$ cat config.mk
export PLATFORM = sky130hd
export DESIGN_NAME = deo_ram
export DESIGN_NICKNAME = d
export VERILOG_FILES = /design/src/rtl/core/deo_ram.sv
export SDC_FILE = /design/constraint.sdc
export NUM_CORES = 1
export LEC_CHECK = 0
export BUFFER_PORTS_ARGS = -buffer_cell sky130_fd_sc_hd__buf_2
export CAP_MARGIN = 20
export CORE_AREA = 10 10 145 134
export DETAILED_ROUTE_END_ITERATION = 8
export DIE_AREA = 0 0 155 144
export PLACE_DENSITY = 0.45
export SLEW_MARGIN = 40
export SYNTH_ARGS = -nofsm -noshare
export SYNTH_HDL_FRONTEND = slang
export SYNTH_SLANG_ARGS = --single-unit
$ cat constraint.sdc
create_clock -name clock -period 3 [get_ports clock]
set_input_delay 0.3 -clock clock [delete_from_list [all_inputs] [get_ports clock]]
set_output_delay 0.3 -clock clock [all_outputs]
set_load 0.005 [all_outputs]
$ cat src/rtl/core/deo_ram.sv
// Generic single-port-write, single-read RAM with registered read data.
// No dependencies.
module deo_ram #(
   parameter int WIDTH = 8,
   parameter int DEPTH = 16
) (
   input  logic                     clock,
   input  logic                     wr_en,
   input  logic [$clog2(DEPTH)-1:0] wr_addr,
   input  logic [WIDTH-1:0]         wr_data,
   input  logic [$clog2(DEPTH)-1:0] rd_addr,
   output logic [WIDTH-1:0]         rd_data
);
   logic [WIDTH-1:0] mem [DEPTH];

   always_ff @(posedge clock) begin
      if (wr_en) begin
         mem[wr_addr] <= wr_data;
      end
      rd_data <= mem[rd_addr];
   end
endmodule

==> results of run 1 <==
-- cells in the mapped netlist --
master / instances
nand3_1: 1
nand2_1: 9
nor2b_1: 1
mux4_1: 14
nand3b_1: 2
buf_4: 1
or3b_2: 1
nand2b_1: 2
dfxtp_1: 8
nor2_1: 13
edfxtp_1: 128
and2_1: 1
a22oi_1: 16
buf_6: 3
and2b_1: 1
buf_2: 3
mux4_2: 18
clkdlybuf4s25_2: 3
nor3_1: 4
-- cell type report --
class | count | area (µm²) | area share (%)
tap | 211 | 264 | 4.29
clock inverter | 15 | 178 | 2.88
sequential | 136 | 4000 | 65.0
clock buffer | 17 | 425 | 6.91
multi-input combinational | 83 | 1070 | 17.4
timing repair buffer | 37 | 215 | 3.49
-- metal layers --
layer  wire (µm)  share of wire, %  vias up  GRT usage [%]
li1            -                 -     1069              -
met1        5040                45     1272           13.4
met2        5520                49       53           16.8
met3         523               4.7       12           3.24
met4         101              0.90        0           3.43
met5           0                 0        -              0
-- through the flow --
| stage | hold WS, ns | setup WS, ns | cell area, µm² | utilization (%) |
|---|---|---|---|---|
| after detailed placement | 0.671 | 0.794 | 5550 | 33.6 |
| after floorplan | 0.399 | 1.21 | 5150 | - |
| final | 0.287 | 1.29 | 6160 | 37.3 |
| after global placement | 0.671 | 0.787 | 5540 | 33.6 |
| after CTS | 0.280 | 1.24 | 6150 | 37.3 |
| after global routing | 0.287 | 1.15 | 6160 | 37.3 |
-- registers in the layout, indices dropped and copies added, names as in the netlist --
| signal | flops |
|---|---|
| rd_data | 8 |
| mem | 128 |
-- worst paths after layout --
kind                   start  slack (ns)          to
hold / removal    wr_data[4]        0.29  mem[15][4]
setup reg to reg   mem[9][2]        1.51  rd_data[2]
setup / recovery  rd_addr[0]        1.29  rd_data[3]
hold reg to reg    mem[4][2]        0.68  rd_data[2]
-- critical path: stages --
cell and delay (ns):
buf_2 0.44, buf_4 0.37, mux4_1 0.60, a22oi_1 0.20, nand2_1 0.08
-- power groups by stage --
stage          combinational [mW]  sequential [mW]  clock (mW)
6_report                    0.200             2.14        2.10
5_1_grt                     0.219             2.14        2.24
4_1_cts                     0.206             2.14        2.14
3_5_place_dp                0.206             2.18           0
3_3_place_gp                0.204             2.18           0
2_1_floorplan               0.108             2.17           0
-- placed cells by master (no fill, tap or decap), types with 6 or more instances in the layout --
| master | Yosys | layout |
|---|---|---|
| edfxtp_1 | 128 | 128 |
| buf_2 | 3 | 25 |
| mux4_2 | 18 | 18 |
| clkbuf_16 | 0 | 17 |
| a22oi_1 | 16 | 16 |
| mux4_1 | 14 | 14 |
| buf_4 | 1 | 12 |
| nand2_1 | 9 | 9 |
| dfxtp_1 | 8 | 8 |
| nor2_1 | 13 | 7 |
| nor2_2 | 0 | 6 |
-- cells by family (layout without fill, tap and decap cells) --
family | count (synthesis) | in the layout | share of synthesized area (%)
DFF | 136 | 136 | 77.8
and+or+nand+nor | 35 | 35 | 3.18
AOI/OAI and AO/OA | 16 | 16 | 2.33
muxes | 32 | 32 | 15.0
buffers and inverters | 10 | 69 | 1.68
==> flow_summary.json, run 1 <==
{
  "hold_class": "input pin to flop",
  "overflow": 0,
  "rsz0062_at_grt": "false",
  "maxSlewViolCount": 0,
  "cts-buffers-inserted": 17,
  "cap_viol_max_count": 0,
  "clock_sinks": 136,
  "antenna_left": 0,
  "diodes": 0,
  "dp_cells": 467,
  "grt_use_total_pct": 10.5,
  "synth_cell_type_count": 19,
  "start_util_pct": 31.2,
  "synthCells": 229,
  "yosysSeqAreaShare_pct": 77.8,
  "area_growth_pct": 19.6,
  "synth-warning-count": 0,
  "pwr-share-clk_pct": 47.3,
  "hpwlAfterDp_um": 7140,
  "synth_area_um2": 5150,
  "grt_pass1_wl_um": 16700,
  "critPathRequiredTime_ns": 3.28,
  "via_count": 2406,
  "clk-insertion-delay-late_ns": 0.42,
  "r2r_cells": 3,
  "seq_power_share_pct": 48.2,
  "worstMarginPinSlew_ns": 0.729,
  "ys_top_cells_by_area": "edfxtp_1, mux4_2, mux4_1",
  "htree_levels": 4,
  "rows": 45,
  "fin_nets": 293,
  "cts.clk_slew.worst_paths_ns": 0.06,
  "crit_path_max_fanout": 17,
  "syn_nets": 247,
  "finalHoldViolCount": 0,
  "layout-drive-gt1-share_pct": 32.6,
  "ys_ff_latch": 136,
  "port-buffer-count": 25,
  "finalSetupViolCount": 0,
  "critPathKind": "input pin to flop",
  "remaining_drc_errors": 0,
  "critPathArrivalTime_ns": 2.00,
  "yosysTopAreaCellShare_pct": 74.7,
  "fmax_ghz": 0.584,
  "comb_power_share_pct": 4.5,
  "endpoint_kind": "flop",
  "wl_per_cell_um": 22.4,
  "start_kind": "input pin",
  "n_fill_cell": 1545,
  "cts_hold_repair.buffers": 0,
  "grt_pass1_vias": 2632,
  "tns_ns": 0,
  "antenna_found_initial": 0,
  "p_leak_nw": 2.04,
  "status": "completed",
  "worst_slew_margin_rel_pct": 51.2,
  "post_cts_buffers": 0,
  "p_sw_share_pct": 20.8,
  "gp_congestion": 0.725,
  "die_h_um": 144,
  "fin_crit_sh_pct": 57.1,
  "drt-pass1-iter-count": 4,
  "io_pins": 26,
  "internal_power_mw": 3.51,
  "ctsResizeCount": 0,
  "powerDensity_nw_per_um2": 720,
  "vdd_drop_max_mv": 0.453,
  "dieArea_um2": 22300,
  "fin_cells": 499,
  "syn_area_per_cell_um2": 22.5,
  "dr.first_iter.drc_count": 197,
  "via_per_inst": 4.82,
  "finClkSkew_ns": 0.00744,
  "fin_crit_ns": 1.71,
  "tritoncts": "built",
  "total_power_mw": 4.43,
  "core-area_um2": 16500,
  "fp.dieW_um": 155,
  "grt_max_degree": 25,
  "drt-total-wl_um": 11200,
  "synth_top_area_cell": "edfxtp_1",
  "p_switching_mw": 0.923,
  "hold_depth": 1,
  "clk_path_buf_depth": 2,
  "cts_root_buffer": "clkbuf_16"
}
(Power assumes the default switching activity.)
==> inputs of run 2 (changes only) <==
clock period = 1.77 ns   (was 3 ns; I/O delays follow)
==> flow_summary.json, run 2 (same netlist as run 1, synthesis figures left out) <==
{
  "clk-insertion-delay-late_ns": 0.41,
  "regMostFlops": "mem",
  "grt_max_degree": 33,
  "start_kind": "flop",
  "cpPeakStageDelay_ns": 0.48,
  "via_per_inst": 4.77,
  "tritoncts": "built",
  "htree_levels": 4,
  "n_fill_cell": 1516,
  "vdd_drop_max_mv": 0.629,
  "critPathRequiredTime_ns": 2.05,
  "cap_viol_max_count": 0,
  "largestRegisters": "mem (128), rd_data (8)",
  "fp.dieW_um": 155,
  "fmax_ghz": 0.727,
  "remaining_drc_errors": 0,
  "die_h_um": 144,
  "critPathKind": "flop to flop",
  "finalHoldViolCount": 0,
  "cp_num_buf_inv": 0,
  "worst_slew_margin_rel_pct": 67.2,
  "grt_pass1_wl_um": 17100,
  "area_growth_pct": 21.0,
  "maxSlewViolCount": 0,
  "diodes": 0,
  "hpwlAfterDp_um": 7470,
  "tns_ns": 0,
  "critPathArrivalTime_ns": 1.65,
  "regToRegSetupSlack_ns": 0.40,
  "gp_congestion": 0.763,
  "clk_path_buf_depth": 2,
  "crit_path_max_fanout": 1,
  "grt_use_total_pct": 10.7,
  "cpLargestDelayFamily": "multiplexers",
  "worstMarginPinSlew_ns": 0.490,
  "fin_nets": 307,
  "antenna_left": 0,
  "rsz0062_at_grt": "false",
  "cts_hold_repair.buffers": 0,
  "fin_crit_sh_pct": 77.7,
  "cts.clk_slew.worst_paths_ns": 0.06,
  "status": "completed",
  "cts-buffers-inserted": 17,
  "mostFrequentLayoutCell": "edfxtp_1",
  "worstPathCellList": "mux4_2, a22oi_1, nand2_1",
  "largest_reg_flops": 128,
  "most-common-layout-cells": "edfxtp_1, buf_2, buf_4",
  "dieArea_um2": 22300,
  "grt_pass1_vias": 2633,
  "holdWs_ns": 0.160,
  "rows": 45,
  "core-area_um2": 16500,
  "via_count": 2448,
  "wl_per_cell_um": 22.0,
  "ctsResizeCount": 0,
  "hold_class": "input pin to flop",
  "finClkSkew_ns": 0.0119,
  "antenna_found_initial": 0,
  "fin_crit_ns": 1.37,
  "p_leak_nw": 2.12,
  "dr.first_iter.drc_count": 138,
  "overflow": 0,
  "drt-total-wl_um": 11300,
  "post_cts_buffers": 0,
  "critPathSlowestCell": "mux4_2",
  "finalSetupViolCount": 0,
  "start_util_pct": 31.2,
  "io_pins": 26,
  "powerDensity_nw_per_um2": 1160,
  "clock_sinks": 136,
  "port-buffer-count": 25,
  "cts_root_buffer": "clkbuf_16",
  "layout-drive-gt1-share_pct": 31.8,
  "drt-pass1-iter-count": 4,
  "endpoint_kind": "flop"
}
==> run 2: changes by cell type in the layout (fill, tap and decap cells not counted), sizes merged <==
cell | previous run | this run
inv | 1 | 0
clkinvlp | 5 | 0
buf | 37 | 51
bufinv | 3 | 2
clkinv | 6 | 13
==> run 2: area by class of cell <==
| type | instances | area (µm²) | area share [%] |
|---|---|---|---|
| multi-input cells | 83 | 1060 | 17.0 |
| well taps | 211 | 264 | 4.24 |
| repair buffers | 51 | 358 | 5.75 |
| flip-flops and latches | 136 | 4000 | 64.3 |
| clock inverters | 15 | 116 | 1.87 |
| clock buffers | 17 | 425 | 6.83 |
==> run 2: routing by layer <==
layer  wire, µm  global-route usage [%]
met4        120                    4.32
met5          0                       0
met3        600                    3.36
met2       5320                    16.1
met1       5260                    14.2
==> run 2: metrics by stage <==
step                      cells  utilization (%)  setup slack, ns  power [mW]  instance area (µm²)
after floorplan             229                -            0.100        3.87                 5150
after global placement      481             34.4            0.119        4.05                 5680
after detailed placement    481             34.4            0.100        4.05                 5680
after CTS                   513             37.7            0.378        7.30                 6220
after global routing        513             37.7            0.315        7.50                 6230
final                       513             37.7            0.395        7.21                 6230
==> run 2: worst paths after layout <==
kind,start,endpoint,cells past startpoint
worst min-delay path,wr_data[4],mem[13][4],1
worst min register to register,mem[15][2],rd_data[2],3
worst max-delay path,mem[11][7],rd_data[7],3
worst max register to register,mem[11][7],rd_data[7],3
==> run 2: power breakdown <==
| group | internal [mW] | switching (mW) | total, mW | leakage, nW |
|---|---|---|---|---|
| combinational | 0.153 | 0.196 | 0.349 | 0.623 |
| sequential | 3.60 | 0.0235 | 3.63 | 1.22 |
| clock | 2.02 | 1.22 | 3.23 | 0.272 |
| total | 5.77 | 1.44 | 7.21 | 2.12 |
==> inputs of run 3 (changes only) <==
clock period = 1.3 ns   (was 1.77 ns; I/O delays follow)
==> flow_summary.json, run 3 (same netlist as run 1, synthesis figures left out) <==
{
  "multiInputGateArea_um2": 1100,
  "clk-insertion-delay-late_ns": 0.41,
  "powerDensity_nw_per_um2": 1590,
  "grt_pass1_wl_um": 16900,
  "area_growth_pct": 24.8,
  "min_from": "wr_data[4]",
  "tns_ns": 0,
  "p_sw_share_pct": 20.1,
  "crit_start": "mem[11][2]",
  "fin_nets": 313,
  "drt-total-wl_um": 11200,
  "hold_class": "input pin to flop",
  "maxSlewViolCount": 0,
  "io_pins": 26,
  "worstMarginPinSlew_ns": 0.627,
  "critPathKind": "flop to flop",
  "tritoncts": "built",
  "comb_power_share_pct": 5.4,
  "gp_congestion": 0.692,
  "rows": 45,
  "drt-pass1-iter-count": 6,
  "cap_viol_max_count": 0,
  "status": "completed",
  "worst_slack_ns": 0.0142,
  "p_leak_nw": 2.15,
  "regMostFlops": "mem",
  "clk_path_buf_depth": 2,
  "htree_levels": 4,
  "grt_use_total_pct": 10.6,
  "p_switching_mw": 2.04,
  "grt_pass1_vias": 2647,
  "cts.clk_slew.worst_paths_ns": 0.06,
  "crit_path_max_fanout": 1,
  "antenna_left": 0,
  "overflow": 0,
  "pre_cts_ws_ns": -0.269,
  "most-common-layout-cells": "edfxtp_1, mux4_2, buf_2",
  "diodes": 0,
  "cts_root_buffer": "clkbuf_16",
  "core-area_um2": 16500,
  "fin_crit_sh_pct": 98.9,
  "endpoint_kind": "flop",
  "pwr-share-clk_pct": 46.1,
  "n_fill_cell": 1494,
  "fin_crit_ns": 1.29,
  "port-buffer-count": 25,
  "timing.rr.start": "mem[11][2]",
  "via_per_inst": 4.75,
  "die_h_um": 144,
  "clock_sinks": 136,
  "fmax_ghz": 0.778,
  "finalSetupViolCount": 0,
  "worst_slew_margin_rel_pct": 58.2,
  "start_util_pct": 31.2,
  "via_count": 2467,
  "rsz0062_at_grt": "true",
  "mostFrequentLayoutCell": "edfxtp_1",
  "utilization_pct": 38.9,
  "finalHoldViolCount": 0,
  "internal_power_mw": 8.14,
  "critPathRequiredTime_ns": 1.60,
  "layout-drive-gt1-share_pct": 42.5,
  "hpwlAfterDp_um": 7450,
  "seq_power_share_pct": 48.5,
  "antenna_found_initial": 1,
  "start_kind": "flop",
  "register_area_um2": 4000,
  "remaining_drc_errors": 0,
  "dr.first_iter.drc_count": 163,
  "vdd_drop_max_mv": 0.889,
  "grt_max_degree": 17,
  "wl_per_cell_um": 21.6,
  "largestRegisters": "mem (128), rd_data (8)",
  "cts-buffers-inserted": 17,
  "fp.dieW_um": 155,
  "largest_reg_flops": 128,
  "critPathArrivalTime_ns": 1.58,
  "finClkSkew_ns": 0.00475,
  "dieArea_um2": 22300
}
-- run 3: changes by cell type in the layout (fill, tap and decap cells not counted), moves of 3 or more --
cell      change
buf_12        +5
mux4_1        -9
clkinv_4      +3
a22oi_2      +12
nor3_2        +3
clkinv_1      -4
nor3_1        -3
mux4_2        +9
a22oi_1      -12
-- run 3: path summary, 6_finish.rpt --
| kind | endpoint | slack (ns) | depth (start not counted) |
|---|---|---|---|
| max | rd_data[2] | 0.01 | 3 |
| min | mem[9][4] | 0.10 | 1 |
| max reg2reg | rd_data[2] | 0.01 | 3 |
| min reg2reg | rd_data[6] | 0.67 | 3 |
-- run 3: repair_timing --
action | 4_1_cts | 5_1_grt
buffers inserted | 0 | 0
endpoints found under the hold margin | 0 | 0
pin swaps | 2 | 5
endpoints found under the setup margin | 8 | 6
gates cloned | 0 | 0
resized for setup | 11 | 10
hold buffers | 0 | 0
-- run 3: metal layers --
| layer | track usage, % | part of all wire (%) | up-vias |
|---|---|---|---|
| li1 | - | - | 1096 |
| met1 | 14.2 | 47 | 1300 |
| met5 | 0 | 0.11 | - |
| met3 | 3.98 | 5.7 | 11 |
| met4 | 3.73 | 0.88 | 2 |
| met2 | 15.4 | 46 | 58 |
-- run 3: critical path, cell delays in order, from the launching register on --
cell and delay, ns:
edfxtp_1 0.35, mux4_2 0.53, a22oi_2 0.21, nand2_1 0.08
-- run 3: metrics by stage --
step / std cells / instance area, µm² / power [mW] / hold slack [ns]
after floorplan: 229 / 5160 / 5.27 / 0.229
after global placement: 487 / 5810 / 5.56 / 0.517
after detailed placement: 487 / 5810 / 5.57 / 0.515
after CTS: 519 / 6420 / 10.3 / 0.0919
after global routing: 519 / 6420 / 10.6 / 0.101
final: 519 / 6420 / 10.2 / 0.104
-- run 3: area by class of cell --
class | count | area share, %
flip-flops and latches | 136 | 62.3
multi-input cells | 83 | 17.2
repair buffers | 57 | 7.25
clock buffers | 17 | 6.62
well taps | 211 | 4.11
clock inverters | 15 | 2.49
-- run 3: power groups by stage --
stage | registers (mW) | logic, mW | clock network [mW]
floorplan | 5.02 | 0.250 | 0
global placement | 5.03 | 0.530 | 0
detailed placement | 5.03 | 0.537 | 0
CTS | 4.94 | 0.557 | 4.80
global route | 4.94 | 0.605 | 5.01
finish | 4.94 | 0.554 | 4.69
